$ cat src/rtl/mdct_pkg.sv
// Shared types, codes and constant tables of the MIDI drum channel tracker.
package mdct_pkg;

  // Channel count and index width
  localparam int CHANNELS = 16;
  localparam int CHW      = 4;

  // Command queue depth and pointer width
  localparam int QDEPTH = 4;
  localparam int QAW    = 2;

  // Synth modes
  localparam logic [1:0] MODE_GM    = 2'd0;
  localparam logic [1:0] MODE_GM_L2 = 2'd1;
  localparam logic [1:0] MODE_GS    = 2'd2;
  localparam logic [1:0] MODE_XG    = 2'd3;

  // Command codes passed from the front to the back
  localparam logic [2:0] OP_NONE   = 3'd0;
  localparam logic [2:0] OP_PROG   = 3'd1;
  localparam logic [2:0] OP_BANK   = 3'd2;
  localparam logic [2:0] OP_RESET  = 3'd3;
  localparam logic [2:0] OP_GS_MAP = 3'd4;
  localparam logic [2:0] OP_GS_RHY = 3'd5;

  // Short message commands (high nibble of status)
  localparam logic [3:0] CMD_CTRL = 4'hB;
  localparam logic [3:0] CMD_PROG = 4'hC;

  // Bank select values
  localparam logic [6:0] BANK_XG_DRUM  = 7'd127;
  localparam logic [6:0] BANK_GM2_DRUM = 7'd120;
  localparam logic [6:0] BANK_GM2_MEL  = 7'd121;

  // Default drum channel
  localparam logic [CHW-1:0] DRUM_CH = 4'd9;

  // System-exclusive patterns
  localparam logic [7:0] PAT_GM  [0:5] = '{8'hF0, 8'h7E, 8'h7F, 8'h09, 8'h01, 8'hF7};
  localparam logic [7:0] PAT_GM2 [0:5] = '{8'hF0, 8'h7E, 8'h7F, 8'h09, 8'h03, 8'hF7};
  localparam logic [7:0] PAT_GS  [0:10] = '{8'hF0, 8'h41, 8'h10, 8'h42, 8'h12, 8'h40,
                                            8'h00, 8'h7F, 8'h00, 8'h41, 8'hF7};
  localparam logic [7:0] PAT_XG  [0:8] = '{8'hF0, 8'h43, 8'h10, 8'h4C, 8'h00, 8'h00,
                                           8'h7E, 8'h00, 8'hF7};

  // GS part message addresses
  localparam logic [7:0] GS_ADDR_MAP = 8'h02;
  localparam logic [7:0] GS_ADDR_RHY = 8'h15;

  // One queued command
  typedef struct packed {
    logic [2:0]     op;
    logic [CHW-1:0] chan;
    logic [6:0]     val;
    logic [1:0]     mode;
  } cmd_t;

  // Default part-to-channel map: 9,0,1,...,8,10,...,15
  function automatic logic [6:0] default_map(input logic [CHW-1:0] idx);
    logic [6:0] r;
    if (idx == '0) begin
      r = {3'b0, DRUM_CH};
    end else if (idx <= DRUM_CH) begin
      r = {3'b0, idx - 4'd1};
    end else begin
      r = {3'b0, idx};
    end
    return r;
  endfunction

endpackage

$ cat src/rtl/midi_drum_channel_tracker_core.sv
// Top level of the MIDI drum channel tracker: front, command queue and back.
//
//  channel | dir | tdata (low bit up)                                   | tuser    | tlast
//  in_     | in  | status[7:0] data_first[14:8] data_second[21:15]      | req_type | sysex_end
//          |     | sysex_byte[29:22], zero fill                         |          |
//  out_    | out | channel[3:0] drum_enable[4], zero fill               | -        | last
//
// A short message or sysex byte is taken while in_tready is high; after the final sysex
// byte the front holds off input while it judges the gathered message, until the queue has room.
// The back carries out one queued command a cycle while its output is free; a reset pushes 16
// results, one per cycle while out_tready is high, and takes no other command meanwhile.
// The front stalls when the four-entry command queue is full.
// rst_n (synchronous) restores GM mode, default drum flags and part map; no clearing pass.
module midi_drum_channel_tracker_core #(
  parameter int SYSEX_KEEP = 11
) (
  input  logic        clk,
  input  logic        rst_n,
  input  logic        in_tvalid,
  output logic        in_tready,
  input  logic [31:0] in_tdata,   // status, data_first, data_second, sysex_byte
  input  logic        in_tuser,   // req_type
  input  logic        in_tlast,
  output logic        out_tvalid,
  input  logic        out_tready,
  output logic [7:0]  out_tdata,  // channel, drum_enable
  output logic        out_tlast
);

  logic           q_full;
  logic           q_push;
  logic           q_pop;
  logic           q_not_empty;
  mdct_pkg::cmd_t push_cmd;
  mdct_pkg::cmd_t head_cmd;

  mdct_front #(
    .SYSEX_KEEP(SYSEX_KEEP)
  ) u_front (
    .clk       (clk),
    .rst_n     (rst_n),
    .in_tvalid (in_tvalid),
    .in_tready (in_tready),
    .in_tdata  (in_tdata),
    .in_tuser  (in_tuser),
    .in_tlast  (in_tlast),
    .q_full    (q_full),
    .q_push    (q_push),
    .q_cmd     (push_cmd)
  );

  mdct_queue u_queue (
    .clk       (clk),
    .rst_n     (rst_n),
    .push      (q_push),
    .push_cmd  (push_cmd),
    .full      (q_full),
    .pop       (q_pop),
    .not_empty (q_not_empty),
    .head_cmd  (head_cmd)
  );

  mdct_back u_back (
    .clk         (clk),
    .rst_n       (rst_n),
    .q_not_empty (q_not_empty),
    .q_cmd       (head_cmd),
    .q_pop       (q_pop),
    .out_tvalid  (out_tvalid),
    .out_tready  (out_tready),
    .out_tdata   (out_tdata),
    .out_tlast   (out_tlast)
  );

endmodule

$ cat src/rtl/mdct_front.sv
// Front part: accepts input items, gathers sysex bytes and classifies them into commands.
module mdct_front #(
  parameter int SYSEX_KEEP = 11
) (
  input  logic               clk,
  input  logic               rst_n,
  input  logic               in_tvalid,
  output logic               in_tready,
  input  logic [31:0]        in_tdata,
  input  logic               in_tuser,
  input  logic               in_tlast,
  input  logic               q_full,
  output logic               q_push,
  output mdct_pkg::cmd_t     q_cmd
);

  localparam int CW = $clog2(SYSEX_KEEP + 2);
  localparam int AW = $clog2(SYSEX_KEEP);

  localparam logic ST_IDLE  = 1'b0;
  localparam logic ST_JUDGE = 1'b1;

  logic          state_r, state_nxt;
  logic [CW-1:0] count_r, count_nxt;
  logic [7:0]    sysex_buf_r [SYSEX_KEEP];

  logic          accept;
  logic [7:0]    status;
  logic [6:0]    data_first;
  logic [6:0]    data_second;
  logic [7:0]    sysex_byte;
  logic          gm_ok, gm2_ok, gs_ok, xg_ok, part_ok;
  logic [8:0]    gs_sum;
  mdct_pkg::cmd_t judge_cmd;
  mdct_pkg::cmd_t short_cmd;

  assign status      = in_tdata[7:0];
  assign data_first  = in_tdata[14:8];
  assign data_second = in_tdata[21:15];
  assign sysex_byte  = in_tdata[29:22];

  assign in_tready = (state_r == ST_IDLE) && !q_full;
  assign accept    = in_tvalid && in_tready;

  // Classify a short channel message
  always_comb begin
    short_cmd      = '0;
    short_cmd.op   = mdct_pkg::OP_NONE;
    short_cmd.chan = status[3:0];
    short_cmd.val  = data_second;
    if (status[7:4] == mdct_pkg::CMD_CTRL && data_first == 7'd0) begin
      short_cmd.op = mdct_pkg::OP_BANK;
    end else if (status[7:4] == mdct_pkg::CMD_PROG) begin
      short_cmd.op = mdct_pkg::OP_PROG;
    end
  end

  // Match the gathered sysex message against the known patterns
  always_comb begin
    gm_ok  = (count_r == CW'(6));
    gm2_ok = (count_r == CW'(6));
    for (int i = 0; i < 6; i++) begin
      gm_ok  = gm_ok  && (sysex_buf_r[i] == mdct_pkg::PAT_GM[i]);
      gm2_ok = gm2_ok && (sysex_buf_r[i] == mdct_pkg::PAT_GM2[i]);
    end
    xg_ok = (count_r == CW'(9));
    for (int i = 0; i < 9; i++) begin
      xg_ok = xg_ok && (sysex_buf_r[i] == mdct_pkg::PAT_XG[i]);
    end
    gs_sum = {1'b0, sysex_buf_r[5]} + {1'b0, sysex_buf_r[6]} + 9'd1;
    gs_ok  = (count_r == CW'(11));
    for (int i = 0; i < 5; i++) begin
      gs_ok = gs_ok && (sysex_buf_r[i] == mdct_pkg::PAT_GS[i]);
    end
    gs_ok = gs_ok && (sysex_buf_r[7] == mdct_pkg::PAT_GS[7])
                  && (sysex_buf_r[8] == mdct_pkg::PAT_GS[8])
                  && ({1'b0, gs_sum[6:0]} == sysex_buf_r[9])
                  && (sysex_buf_r[10] == mdct_pkg::PAT_GS[10]);
    part_ok = (count_r == CW'(11))
           && (sysex_buf_r[0] == mdct_pkg::PAT_GS[0])
           && (sysex_buf_r[1] == mdct_pkg::PAT_GS[1])
           && (sysex_buf_r[3] == mdct_pkg::PAT_GS[3])
           && (sysex_buf_r[4] == mdct_pkg::PAT_GS[4])
           && (sysex_buf_r[5] == mdct_pkg::PAT_GS[5])
           && (sysex_buf_r[6][7:4] == 4'h1)
           && (sysex_buf_r[10] == mdct_pkg::PAT_GS[10]);

    judge_cmd      = '0;
    judge_cmd.op   = mdct_pkg::OP_NONE;
    judge_cmd.chan = sysex_buf_r[6][3:0];
    judge_cmd.val  = sysex_buf_r[8][6:0];
    if (gm_ok) begin
      judge_cmd.op   = mdct_pkg::OP_RESET;
      judge_cmd.mode = mdct_pkg::MODE_GM;
    end else if (gm2_ok) begin
      judge_cmd.op   = mdct_pkg::OP_RESET;
      judge_cmd.mode = mdct_pkg::MODE_GM_L2;
    end else if (gs_ok) begin
      judge_cmd.op   = mdct_pkg::OP_RESET;
      judge_cmd.mode = mdct_pkg::MODE_GS;
    end else if (xg_ok) begin
      judge_cmd.op   = mdct_pkg::OP_RESET;
      judge_cmd.mode = mdct_pkg::MODE_XG;
    end else if (part_ok && sysex_buf_r[7] == mdct_pkg::GS_ADDR_MAP) begin
      judge_cmd.op = mdct_pkg::OP_GS_MAP;
    end else if (part_ok && sysex_buf_r[7] == mdct_pkg::GS_ADDR_RHY) begin
      judge_cmd.op  = mdct_pkg::OP_GS_RHY;
      judge_cmd.val = {6'b0, (sysex_buf_r[8] != 8'd0)};
    end
  end

  // Sequence accepts and judging
  always_comb begin
    state_nxt = state_r;
    count_nxt = count_r;
    q_push    = 1'b0;
    q_cmd     = short_cmd;
    case (state_r)
      ST_IDLE: begin
        if (accept) begin
          if (!in_tuser) begin
            q_push = (short_cmd.op != mdct_pkg::OP_NONE);
          end else begin
            if (count_r < CW'(SYSEX_KEEP)) begin
              count_nxt = count_r + CW'(1);
            end else begin
              count_nxt = CW'(SYSEX_KEEP + 1);
            end
            if (in_tlast) begin
              state_nxt = ST_JUDGE;
            end
          end
        end
      end
      ST_JUDGE: begin
        q_cmd = judge_cmd;
        if (!q_full) begin
          q_push    = (judge_cmd.op != mdct_pkg::OP_NONE);
          count_nxt = '0;
          state_nxt = ST_IDLE;
        end
      end
      default: begin
        state_nxt = ST_IDLE;
      end
    endcase
  end

  always_ff @(posedge clk) begin
    if (!rst_n) begin
      state_r <= ST_IDLE;
      count_r <= '0;
    end else begin
      state_r <= state_nxt;
      count_r <= count_nxt;
    end
  end

  // Store the sysex byte while room is left
  always_ff @(posedge clk) begin
    if (accept && in_tuser && count_r < CW'(SYSEX_KEEP)) begin
      sysex_buf_r[count_r[AW-1:0]] <= sysex_byte;
    end
  end

  // Hold off new items while a message is judged
  a_judge_blocks: assert property (@(posedge clk) disable iff (!rst_n)
    state_r == ST_JUDGE |-> !in_tready)
    else $error("front accepted an item while judging");

  // A final sysex byte always leads to judging
  a_end_judges: assert property (@(posedge clk) disable iff (!rst_n)
    accept && in_tuser && in_tlast |=> state_r == ST_JUDGE && !in_tready)
    else $error("final sysex byte not judged");

endmodule

$ cat src/rtl/mdct_queue.sv
// Command queue between the front and the back.
module mdct_queue (
  input  logic           clk,
  input  logic           rst_n,
  input  logic           push,
  input  mdct_pkg::cmd_t push_cmd,
  output logic           full,
  input  logic           pop,
  output logic           not_empty,
  output mdct_pkg::cmd_t head_cmd
);

  mdct_pkg::cmd_t                entry_r [mdct_pkg::QDEPTH];
  logic [mdct_pkg::QAW-1:0]      wr_ptr_r, rd_ptr_r;
  logic [mdct_pkg::QAW:0]        count_r;

  assign full      = (count_r == (mdct_pkg::QAW+1)'(mdct_pkg::QDEPTH));
  assign not_empty = (count_r != '0);
  assign head_cmd  = entry_r[rd_ptr_r];

  // Advance pointers and fill count
  always_ff @(posedge clk) begin
    if (!rst_n) begin
      wr_ptr_r <= '0;
      rd_ptr_r <= '0;
      count_r  <= '0;
    end else begin
      if (push) begin
        wr_ptr_r <= wr_ptr_r + 1'b1;
      end
      if (pop) begin
        rd_ptr_r <= rd_ptr_r + 1'b1;
      end
      if (push && !pop) begin
        count_r <= count_r + 1'b1;
      end else if (pop && !push) begin
        count_r <= count_r - 1'b1;
      end
    end
  end

  always_ff @(posedge clk) begin
    if (push) begin
      entry_r[wr_ptr_r] <= push_cmd;
    end
  end

  // Never write a full queue unless it pops in the same cycle, nor read an empty one
  a_no_overflow: assert property (@(posedge clk) disable iff (!rst_n)
    push |-> !full || pop)
    else $error("queue overflow");

  a_no_underflow: assert property (@(posedge clk) disable iff (!rst_n)
    pop |-> not_empty)
    else $error("queue underflow");

endmodule

$ cat src/rtl/mdct_back.sv
// Back part: holds mode, drum flags and part map, carries out commands and drives pushes.
module mdct_back (
  input  logic           clk,
  input  logic           rst_n,
  input  logic           q_not_empty,
  input  mdct_pkg::cmd_t q_cmd,
  output logic           q_pop,
  output logic           out_tvalid,
  input  logic           out_tready,
  output logic [7:0]     out_tdata,
  output logic           out_tlast
);

  localparam logic ST_IDLE = 1'b0;
  localparam logic ST_PUSH = 1'b1;

  logic                     state_r;
  logic [mdct_pkg::CHW-1:0] idx_r;
  logic [1:0]               mode_r;
  logic                     flags_r [mdct_pkg::CHANNELS];
  logic [6:0]               map_r   [mdct_pkg::CHANNELS];

  logic                     out_valid_r;
  logic [mdct_pkg::CHW-1:0] out_chan_r;
  logic                     out_drum_r;
  logic                     out_last_r;

  logic                     slot_free;
  logic                     do_push;
  logic [6:0]               rhy_ch;

  assign slot_free = !out_valid_r || out_tready;
  assign q_pop     = (state_r == ST_IDLE) && q_not_empty && slot_free;
  assign do_push   = (state_r == ST_PUSH) && slot_free;
  assign rhy_ch    = map_r[q_cmd.chan];

  assign out_tvalid = out_valid_r;
  assign out_tdata  = {3'b0, out_drum_r, out_chan_r};
  assign out_tlast  = out_last_r;

  // Sequence commands and the reset sweep
  always_ff @(posedge clk) begin
    if (!rst_n) begin
      state_r <= ST_IDLE;
      idx_r   <= '0;
    end else begin
      case (state_r)
        ST_IDLE: begin
          if (q_pop && q_cmd.op == mdct_pkg::OP_RESET) begin
            state_r <= ST_PUSH;
            idx_r   <= '0;
          end
        end
        ST_PUSH: begin
          if (do_push) begin
            idx_r <= idx_r + 1'b1;
            if (idx_r == mdct_pkg::CHW'(mdct_pkg::CHANNELS - 1)) begin
              state_r <= ST_IDLE;
            end
          end
        end
        default: begin
          state_r <= ST_IDLE;
        end
      endcase
    end
  end

  // Update mode, drum flags and part map
  always_ff @(posedge clk) begin
    if (!rst_n || (q_pop && q_cmd.op == mdct_pkg::OP_RESET)) begin
      for (int i = 0; i < mdct_pkg::CHANNELS; i++) begin
        flags_r[i] <= (mdct_pkg::CHW'(i) == mdct_pkg::DRUM_CH);
        map_r[i]   <= mdct_pkg::default_map(mdct_pkg::CHW'(i));
      end
      mode_r <= !rst_n ? mdct_pkg::MODE_GM : q_cmd.mode;
    end else if (q_pop) begin
      case (q_cmd.op)
        mdct_pkg::OP_BANK: begin
          if (mode_r == mdct_pkg::MODE_XG) begin
            flags_r[q_cmd.chan] <= (q_cmd.val == mdct_pkg::BANK_XG_DRUM);
          end else if (mode_r == mdct_pkg::MODE_GM_L2) begin
            if (q_cmd.val == mdct_pkg::BANK_GM2_DRUM) begin
              flags_r[q_cmd.chan] <= 1'b1;
            end else if (q_cmd.val == mdct_pkg::BANK_GM2_MEL) begin
              flags_r[q_cmd.chan] <= 1'b0;
            end
          end
        end
        mdct_pkg::OP_GS_MAP: begin
          if (mode_r == mdct_pkg::MODE_GS) begin
            map_r[q_cmd.chan] <= q_cmd.val;
          end
        end
        mdct_pkg::OP_GS_RHY: begin
          // drop the write when the part maps to no channel
          if (mode_r == mdct_pkg::MODE_GS && rhy_ch < 7'(mdct_pkg::CHANNELS)) begin
            flags_r[rhy_ch[mdct_pkg::CHW-1:0]] <= q_cmd.val[0];
          end
        end
        default: begin
        end
      endcase
    end
  end

  // Output register: program change push or reset sweep push
  always_ff @(posedge clk) begin
    if (!rst_n) begin
      out_valid_r <= 1'b0;
    end else if (q_pop && q_cmd.op == mdct_pkg::OP_PROG) begin
      out_valid_r <= 1'b1;
    end else if (do_push) begin
      out_valid_r <= 1'b1;
    end else if (out_tready) begin
      out_valid_r <= 1'b0;
    end
  end

  always_ff @(posedge clk) begin
    if (q_pop && q_cmd.op == mdct_pkg::OP_PROG) begin
      out_chan_r <= q_cmd.chan;
      out_drum_r <= flags_r[q_cmd.chan];
      out_last_r <= 1'b1;
    end else if (do_push) begin
      out_chan_r <= idx_r;
      out_drum_r <= (idx_r == mdct_pkg::DRUM_CH);
      out_last_r <= (idx_r == mdct_pkg::CHW'(mdct_pkg::CHANNELS - 1));
    end
  end

  // No command is taken during the sweep
  a_sweep_no_pop: assert property (@(posedge clk) disable iff (!rst_n)
    state_r == ST_PUSH |-> !q_pop)
    else $error("command popped during reset sweep");

  // A reset command starts the sweep at channel zero
  a_reset_sweep: assert property (@(posedge clk) disable iff (!rst_n)
    q_pop && q_cmd.op == mdct_pkg::OP_RESET |=> state_r == ST_PUSH && idx_r == '0)
    else $error("reset command did not start the sweep");

endmodule
$ cat config.mk
export PLATFORM = sky130hd
export DESIGN_NAME = midi_drum_channel_tracker_core
export DESIGN_NICKNAME = d
export VERILOG_FILES = /design/src/rtl/mdct_pkg.sv /design/src/rtl/midi_drum_channel_tracker_core.sv /design/src/rtl/mdct_front.sv /design/src/rtl/mdct_queue.sv /design/src/rtl/mdct_back.sv
export SDC_FILE = /design/constraint.sdc
export NUM_CORES = 1
export LEC_CHECK = 0
export BUFFER_PORTS_ARGS = -buffer_cell sky130_fd_sc_hd__buf_2
export CAP_MARGIN = 20
export CORE_MARGIN = 2
export CORE_UTILIZATION = 44
export CTS_CLUSTER_SIZE = 30
export DETAILED_ROUTE_END_ITERATION = 7
export HOLD_SLACK_MARGIN = 0.08
export PLACE_DENSITY = 0.69
export SLEW_MARGIN = 20
export SYNTH_ARGS = -nofsm -noshare
export SYNTH_HDL_FRONTEND = slang
export SYNTH_SLANG_ARGS = --single-unit
$ cat constraint.sdc
create_clock -name clk -period 12.6 [get_ports clk]
set_input_delay 1.26 -clock clk [delete_from_list [all_inputs] [get_ports clk]]
set_output_delay 1.26 -clock clk [all_outputs]
set_load 0.02 [all_outputs]
==> results, run 1 <==
- The number of vias in the routed layout is 8527.
- The tightest hold path in the finished design has a slack of 0.476 ns.
- The share of total power dissipated in the clock network is 0.351.
- In this run, synthesis inferred 286 flip-flops with an integrated enable.
- The worst-case IR drop observed on VDD is between 100 and 150 uV.
- The die extent in x is about 180 um.
- For this run, design rule violations remaining after detail routing come to 0.
- The post-synthesis cell type count is 73.
- The internal reg-to-reg setup slack is 8.28 ns.
- After detailed routing, the average wire length per cell comes to a little under 20 um.
- The via density per instance is ~5.6.
- The total die area is about 33000 sq um.
- The number of primary I/O pins is between 40 and 50.
- The flow ran to the end, and the final reports show no timing, DRC or antenna violations.
- Once layout is done, the placed cells without fillers occupy about 16000 sq um.
- The count of warnings emitted by yosys is 0.
- In this run the clock root is driven by a sky130_fd_sc_hd__clkbuf_16.
- At the end of the flow, the number of nets in the layout was between 1k and 1.5k.
- Counting flops with an async set or reset pin after synthesis yields a share of 0.
- The gate count after technology mapping is between 1k and 1.5k.
- The instance area after placement is about 15000 sq um.
- In this run, post-CTS hold repair placed 0 buffers.
- Summed over all cells, the static leakage comes to 5.32 nW.
- The switching power is ~0.83 mW.
- The worst register-to-register path begins at u_front.sysex_buf_r[5][0].
- The total length of routed wires is between 20 and 30 mm.
- The final period demand of the worst path is ~4.3 ns.
- The critical path is of the register to register type.
- The worst hold path passes through 2 cells.
- The flip-flop and latch count after synthesis is ~310.
- The largest single stage delay on the critical path is between 0.5 and 0.6 ns.
- The area of the multi-input gates is between 4000 and 5000 sq um.
- The count of buffers added on input and output ports is 43.
- In the global route stage, overall resource usage came out at 0.178.
- The maximum fanout along the worst path is 7.
- The clock tree buffer depth is 3.
- The count of buffer and inverter cells on the critical path is 3.
- The number of clock sinks is slightly above 300.
- The endpoint required time on the critical path is 13.03 ns.
- Setup repair after global routing left no endpoint under its margin.
- The total of cells resized after clock tree synthesis is 0.
- Once detailed placement completed, the half-perimeter wirelength came to approximately 19 mm.
- The setup total negative slack is 0 ns.
- The number of setup violations in the final report is 0.
- The number of optimization iterations in the first detailed-route pass is 5.
- The fraction of power consumed by sequential logic is 0.428.
- The number of endpoints with negative hold slack in the final report is 0.
- For the worst-skew pair, the clock arrives at the later sink with an insertion delay of between 0.5 and 0.6 ns.
- The overall power consumption is ~2.8 mW.
- The sequential-to-total area share from yosys stat is 0.646.
- Derived from the worst setup path, the maximum achievable clock frequency is between 200 and 250 MHz.
- The core region is 31400 sq um.
- The area added between synthesis and finish is 11.9%.
- The utilization after layout is 0.498.
- The maximum number of pins on one net before global-route repair is a little over 50.
- The count of buffers added by post-CTS timing repair for setup is 0.
- The power per cell area is ~180 nW/um^2.
- Global routing finished with a remaining overflow of 0.
- The number of slew-limit violations in the final report is 0.
- For the pin with the worst max-slew slack, the measured transition is just under 0.9 ns.
- The DRC marker count from the first detailed-route iteration is 754.
- The synthesized area per cell is around 13 sq um.
- The clock tree skew after final layout is approximately 0.033 ns.
- The critical path data arrival time is between 4 and 5 ns.
- The die span in y is roughly 180 um.
- TritonCTS built the clock tree.
- The combined flip-flop and latch cell area is 9030 sq um.
- The worst hold path terminates at u_back.out_tlast.
- The maximum level of the CTS H-tree is 2.
- The most used flip-flop cell after synthesis is sky130_fd_sc_hd__edfxtp_1.
- The global-route wire length before repair is roughly 46 mm.
- The global placement routability congestion is roughly 0.84.
- The worst hold path class is register to register.
- The max capacitance violation total is 0.
- In this run the critical register-to-register path is captured at u_queue.count_r[2].
- The starting density of the core is 0.445.
- Traced cell by cell, the critical path runs through inv_1, ha_1, inv_1, fa_1, a21o_1, a21o_1, a21o_1, a21oi_1, xor2_1, or4_1, a21oi_2, ha_1, inv_1, fa_1, xor2_1, or3_1, a21boi_0.
- The power share of the combinational group is 0.221.
- The final antenna-violating net count is 0.
- Internal power comes to about 2.0 mW.
- The clock-pin slew on the worst setup and hold paths is 0.06 ns.
- The number of buffers created by CTS is 34.
- The slowest stage of the critical path belongs to the cell sky130_fd_sc_hd__or4_1.
- The floorplan row count is 65.
- Dividing the final minimum period by the clock period gives 0.342.
- The via count of the first global-routing pass is 8546.
- The critical hold path startpoint is u_back.out_tlast.
- For the worst flop-to-flop path, the logic depth is 17.
- The relative max-transition margin is 0.420.
- The endpoint kind of the worst setup timing path is a register.
- The category of cells accounting for the largest share of critical-path delay is adder cells.
- The number of antenna violations at the first check in global routing was 0.
- The repair_antennas step left the layout with diodes totalling 0.
- The switching share of power is 0.297.
- The cell area that synthesis handed to floorplanning was about 14000 sq um.
- The number of fillers in the final layout is 2668.
- The nature of the critical path startpoint is a register.
- The share of final-layout standard cells stronger than drive strength 1 is 0.147.
per-layer routing:
layer / up-vias / part of all wire / GRT usage
met2: 284 / 0.48 / 0.294
met1: 4179 / 0.44 / 0.243
met3: 53 / 0.057 / 0.0293
met4: 0 / 0.024 / 0.0545
li1: 4011 / - / -
met5: - / 0 / 0
worst max path at each step:
stage / startpoint / endpoint / slack (ns) / cells past startpoint
6_report: u_front.sysex_buf_r[5][0] / u_queue.count_r[2] / 8.28 / 17
5_1_grt: u_front.sysex_buf_r[5][0] / u_queue.count_r[2] / 8.03 / 17
4_1_cts: u_front.sysex_buf_r[5][0] / u_queue.count_r[2] / 8.26 / 16
3_5_place_dp: in_tdata[8] / u_queue.count_r[2] / 8.20 / 13
3_3_place_gp: in_tdata[8] / u_queue.count_r[2] / 8.27 / 13
2_1_floorplan: u_front.sysex_buf_r[6][0] / u_queue.count_r[2] / 8.65 / 17
worst min-delay path, stage by stage (launching register included):
cell	delay (ns)
sky130_fd_sc_hd__dfxtp_1	0.33
sky130_fd_sc_hd__nand2_1	0.05
sky130_fd_sc_hd__nand3_1	0.07
power by group through the flow:
| stage | combinational (mW) | sequential, mW | clock [mW] |
|---|---|---|---|
| 3_5_place_dp | 0.620 | 1.22 | 0 |
| 6_report | 0.621 | 1.20 | 0.986 |
| 5_1_grt | 0.674 | 1.21 | 1.05 |
| 2_1_floorplan | 0.456 | 1.23 | 0 |
| 4_1_cts | 0.623 | 1.20 | 1.00 |
| 3_3_place_gp | 0.610 | 1.22 | 0 |
flip-flops by register name (all words and copies together), names as in the netlist, named ones only:
name / count
u_front.count_r: 4
u_back.flags_r: 16
u_back.out_drum_r: 1
u_back.mode_r: 2
u_queue.rd_ptr_r: 2
u_back.state_r: 1
u_back.idx_r: 4
u_back.out_tvalid: 1
u_back.out_tlast: 1
u_front.state_r: 1
u_front.sysex_buf_r: 88
u_queue.wr_ptr_r: 2
u_back.out_chan_r: 4
u_queue.entry_r: 64
u_back.map_r: 112
u_queue.count_r: 3
area by class of cell:
cell class,instances,share of cell area
sequential,308,0.578
multi-input combinational,670,0.292
clock buffer,42,0.0577
tap,402,0.0322
timing repair buffer,55,0.0195
clock inverter,20,0.0141
inverter,27,0.00648
cell usage in the layout (no fill, tap or decap), types with 7 or more instances in the layout:
cell	n
sky130_fd_sc_hd__mux2i_1	62
sky130_fd_sc_hd__buf_2	43
sky130_fd_sc_hd__buf_4	12
sky130_fd_sc_hd__xor2_1	11
sky130_fd_sc_hd__ha_1	17
sky130_fd_sc_hd__inv_1	26
sky130_fd_sc_hd__nor2_1	127
sky130_fd_sc_hd__nor4_1	19
sky130_fd_sc_hd__nand4_1	18
sky130_fd_sc_hd__nand2_1	120
sky130_fd_sc_hd__xnor2_1	7
sky130_fd_sc_hd__o21ai_0	18
sky130_fd_sc_hd__nand2b_1	8
sky130_fd_sc_hd__o21ai_1	13
sky130_fd_sc_hd__mux4_2	15
sky130_fd_sc_hd__clkbuf_16	35
sky130_fd_sc_hd__nand4b_1	13
sky130_fd_sc_hd__dfxtp_1	22
sky130_fd_sc_hd__nand3_1	32
sky130_fd_sc_hd__edfxtp_1	286
sky130_fd_sc_hd__clkbuf_1	7
sky130_fd_sc_hd__a21boi_0	7
sky130_fd_sc_hd__nor3_1	26
sky130_fd_sc_hd__mux2_2	19
sky130_fd_sc_hd__nor2b_1	12
sky130_fd_sc_hd__and2_1	24
sky130_fd_sc_hd__a21oi_1	9
cell usage after synthesis (4+ instances only):
| cell | count | share of area |
|---|---|---|
| sky130_fd_sc_hd__a211oi_1 | 5 | 0.0027 |
| sky130_fd_sc_hd__a21boi_0 | 7 | 0.0038 |
| sky130_fd_sc_hd__a21oi_1 | 9 | 0.0032 |
| sky130_fd_sc_hd__a31oi_1 | 4 | 0.0018 |
| sky130_fd_sc_hd__and2_1 | 24 | 0.011 |
| sky130_fd_sc_hd__buf_2 | 9 | 0.0032 |
| sky130_fd_sc_hd__buf_4 | 5 | 0.0027 |
| sky130_fd_sc_hd__buf_6 | 7 | 0.0056 |
| sky130_fd_sc_hd__clkbuf_1 | 24 | 0.0065 |
| sky130_fd_sc_hd__dfxtp_1 | 22 | 0.032 |
| sky130_fd_sc_hd__edfxtp_1 | 286 | 0.61 |
| sky130_fd_sc_hd__ha_1 | 17 | 0.015 |
| sky130_fd_sc_hd__inv_1 | 26 | 0.0070 |
| sky130_fd_sc_hd__mux2_2 | 19 | 0.015 |
| sky130_fd_sc_hd__mux2i_1 | 62 | 0.044 |
| sky130_fd_sc_hd__mux4_2 | 16 | 0.026 |
| sky130_fd_sc_hd__nand2_1 | 120 | 0.032 |
| sky130_fd_sc_hd__nand2b_1 | 8 | 0.0036 |
| sky130_fd_sc_hd__nand3_1 | 32 | 0.011 |
| sky130_fd_sc_hd__nand4_1 | 18 | 0.0081 |
| sky130_fd_sc_hd__nand4b_1 | 13 | 0.0082 |
| sky130_fd_sc_hd__nor2_1 | 127 | 0.034 |
| sky130_fd_sc_hd__nor2b_1 | 12 | 0.0054 |
| sky130_fd_sc_hd__nor3_1 | 26 | 0.0093 |
| sky130_fd_sc_hd__nor3_2 | 6 | 0.0043 |
| sky130_fd_sc_hd__nor4_1 | 19 | 0.0085 |
| sky130_fd_sc_hd__nor4b_1 | 6 | 0.0038 |
| sky130_fd_sc_hd__o21ai_0 | 18 | 0.0065 |
| sky130_fd_sc_hd__o21ai_1 | 13 | 0.0047 |
| sky130_fd_sc_hd__o22ai_1 | 6 | 0.0027 |
| sky130_fd_sc_hd__or3_1 | 4 | 0.0018 |
| sky130_fd_sc_hd__or4_1 | 4 | 0.0022 |
| sky130_fd_sc_hd__xnor2_1 | 7 | 0.0044 |
| sky130_fd_sc_hd__xor2_1 | 11 | 0.0069 |
stage by stage:
step	worst slack [ns]	instances
after floorplan	8.65	1052
final	8.28	1524
after global placement	8.27	1462
after global routing	8.03	1524
after CTS	8.26	1524
after detailed placement	8.20	1462
kinds of logic after synthesis:
family / after synthesis / synth area share
compound gates: 86 / 0.0472
xor+xnor: 18 / 0.0113
fa+ha+maj: 19 / 0.0181
buf+inv: 74 / 0.0270
flops: 308 / 0.646
mux: 100 / 0.0903
other cells: 1 / 0.000269
simple gates: 444 / 0.159
(Power assumes the default switching activity.)
==> run 2, diff against run 1 <==
Settings changed: PLACE_DENSITY 0.69 to 0.71.
Clock period 12.6 ns to 3.6 ns, I/O delays scaled along.
==> run 2 against run 1 <==
Against the previous run: cell count is 3.1% higher; wire length is 3.4% higher; non-clock buffer count is 51 higher; worst setup slack worse by 8.4 ns; sequential power grew to 3.5 times the previous value; the run now ends with negative setup slack left; clock skew is 0.0051 ns higher; combinational power grew to 3.7 times the previous value; first-iteration DRC count is 19% lower.
==> results, run 2 (same netlist as run 1, synthesis figures left out) <==
- The run finished, with violations left.
- The checks that failed: negative setup slack.
- The maximum number of pins on one net before global-route repair is 34.
- The endpoint kind of the worst setup timing path is a register.
- The first global-routing pass estimated 47.1 mm of wire.
- The number of buffers created by CTS is 34.
- The nature of the critical path startpoint is a register.
- The flip-flop count of the largest register, all copies and words added is around 110.
- The number of antenna violations at the first check in global routing is 0.
- For this run the aggregate overflow at the end of global routing stands at 0.
- In this run the worst hold path is classified as input port to register.
- Across every metal layer, demand over resource in global routing totals 0.182.
- The final antenna-violating net count is 0.
- The instance area after placement is ~15000 sq um.
- VDD sags by at most ~570 uV.
- The final instance area is between 15000 and 20000 sq um.
- The die is roughly 180 um tall.
- The slew of the pin with the lowest slew margin is between 1 and 1.5 ns.
- The DRC marker count from the first detailed-route iteration is 613.
- The register name with the most flops is u_back.map_r.
- Setup repair after global routing could not meet its margin everywhere.
- Of the available clock period, the critical path in the final layout requires 1.03.
- The maximum level of the CTS H-tree is 2.
- Clock skew on the completed layout was measured at 0.0381 ns.
- The number of setup violations in the final report is 1.
- The source-to-sink clock delay at the later pin of the worst-skew pair is 0.52 ns.
- Dividing total power by cell area gives a power density of 611 nW/um^2.
- Adding up every negative setup slack in the final design gives -0.102 ns.
- The starting density of the core is 0.445.
- The via count of the first global-routing pass came to 8810.
- The core region is about 31000 sq um.
- The number of vias in the routed layout is around 9k.
- The final worst-path setup slack is -0.102 ns.
- In this run the static leakage power is between 5 and 6 nW.
- The number of fillers in the final layout is 2670.
- The layout net count is around 1.2k.
- Routability-driven placement finished with a final weighted congestion of between 0.8 and 0.9.
- The number of endpoints with negative hold slack in the final report is 0.
- The die covers roughly 33000 sq um.
- The TritonCTS clock tree is built.
- The total length of routed wires is between 30 and 40 mm.
- The clock tree buffer depth is 3.
- The area added between synthesis and finish is 15.4%.
- Leaving out fill and tap cells, the most frequent cell in the layout is sky130_fd_sc_hd__edfxtp_1.
- The type of the worst setup path is register to register.
- The number of antenna repair diodes is 0.
- In this run, post-CTS hold repair placed 0 buffers.
- Based on the critical path, the design can be clocked at up to ~270 MHz.
- The relative max-transition margin is 0.267.
- The share of final-layout standard cells stronger than drive strength 1 is 0.196.
- Row generation in the floorplan step produced 65 rows.
- The max capacitance violation total is 0.
- The port buffer count is 43.
- The clock tree root driver cell is sky130_fd_sc_hd__clkbuf_16.
- The clock-pin slew on the worst setup and hold paths is around 0.06 ns.
- Data on the critical path arrives at its endpoint at slightly above 4 ns.
- After legalization and detailed placement, the total HPWL measured around 21 mm.
- The remaining routing DRC violations is 0.
- After detailed routing, the number of vias per cell comes to 5.56.
- The number of slew-limit violations in the final report is 0.
- The maximum fanout along the worst path is 2.
- The number of optimization iterations in the first detailed-route pass is 5.
- The number of primary I/O pins is 49.
- From left edge to right edge, the die measures 182 um.
- The mean routed wirelength per cell is around 19 um.
- The library cells used most frequently in the layout, excluding fill and tap cells, are sky130_fd_sc_hd__edfxtp_1, sky130_fd_sc_hd__nor2_1, sky130_fd_sc_hd__nand2_1.
- The worst-case hold slack is 0.230 ns.
- The clock net in this run drives a total of slightly above 300 sinks.
- The final period demand of the worst path is roughly 3.7 ns.
- STA puts the critical path data required time at just over 4 ns.
[run 2: cell count changes in the layout (fill, tap and decap cells not counted), sizes merged]
| cell | previous run | this run |
|---|---|---|
| bufinv | 4 | 2 |
| clkinv | 14 | 9 |
| clkbuf | 42 | 43 |
| buf | 55 | 106 |
| clkinvlp | 2 | 1 |
| mux4 | 18 | 19 |
| inv | 27 | 30 |
[run 2: worst paths after layout]
kind	start	endpoint	slack [ns]	cells after the start
worst max-delay path	u_front.sysex_buf_r[5][0]	u_queue.count_r[2]	-0.10	16
worst min-delay path	in_tdata[28]	u_front.sysex_buf_r[1][6]	0.23	1
worst max register to register	u_front.sysex_buf_r[5][0]	u_queue.count_r[2]	-0.10	16
worst min register to register	u_back.out_tlast	u_back.out_tlast	0.47	2
[run 2: worst max-delay path: stages (launching register included)]
cell                       delay (ns)
sky130_fd_sc_hd__edfxtp_1        0.40
sky130_fd_sc_hd__inv_2           0.10
sky130_fd_sc_hd__ha_4            0.14
sky130_fd_sc_hd__inv_2           0.03
sky130_fd_sc_hd__fa_2            0.52
sky130_fd_sc_hd__xor2_1          0.07
sky130_fd_sc_hd__or3_4           0.33
sky130_fd_sc_hd__nor4b_2         0.22
sky130_fd_sc_hd__nand4_1         0.12
sky130_fd_sc_hd__or4_4           0.45
sky130_fd_sc_hd__a21oi_4         0.18
sky130_fd_sc_hd__ha_4            0.15
sky130_fd_sc_hd__inv_2           0.03
sky130_fd_sc_hd__fa_2            0.32
sky130_fd_sc_hd__xor2_1          0.15
sky130_fd_sc_hd__or3_1           0.31
sky130_fd_sc_hd__a21boi_1        0.13
[run 2: area by class of cell]
class                   instances  area (sq um)  area share
clock buffers                  43           906      0.0562
repair buffers                106           754      0.0468
clock inverters                15           155     0.00963
inverters                      27           101     0.00629
flip-flops and latches        308          9030       0.560
multi-input cells             671          4670       0.290
well taps                     402           503      0.0312
[run 2: power by group]
group / internal (mW) / switching (mW) / leakage, nW
Sequential: 4.15 / 0.0789 / 2.81
Combinational: 0.792 / 1.52 / 2.24
Clock: 1.94 / 1.37 / 0.514
Total: 6.88 / 2.97 / 5.57
[run 2: through the flow]
stage,utilization,cells,setup slack (ns),power (mW)
after floorplan,-,1052,-0.211,5.89
after global placement,0.477,1511,-0.262,6.53
after detailed placement,0.477,1511,-0.306,6.57
after CTS,0.512,1571,-0.0991,9.87
after global routing,0.513,1572,-0.241,10.2
final,0.513,1572,-0.102,9.85
[run 2: metal layers]
metal,share of wire,global-route usage
met5,0,0
met2,0.49,0.313
met3,0.056,0.0301
met1,0.42,0.234
met4,0.033,0.0619
[run 2: what timing repair did]
action,4_1_cts,5_1_grt
resized for setup,4,5
setup endpoints to repair,2,19
pin swaps,6,0
cloned,0,1
buffers inserted,2,0
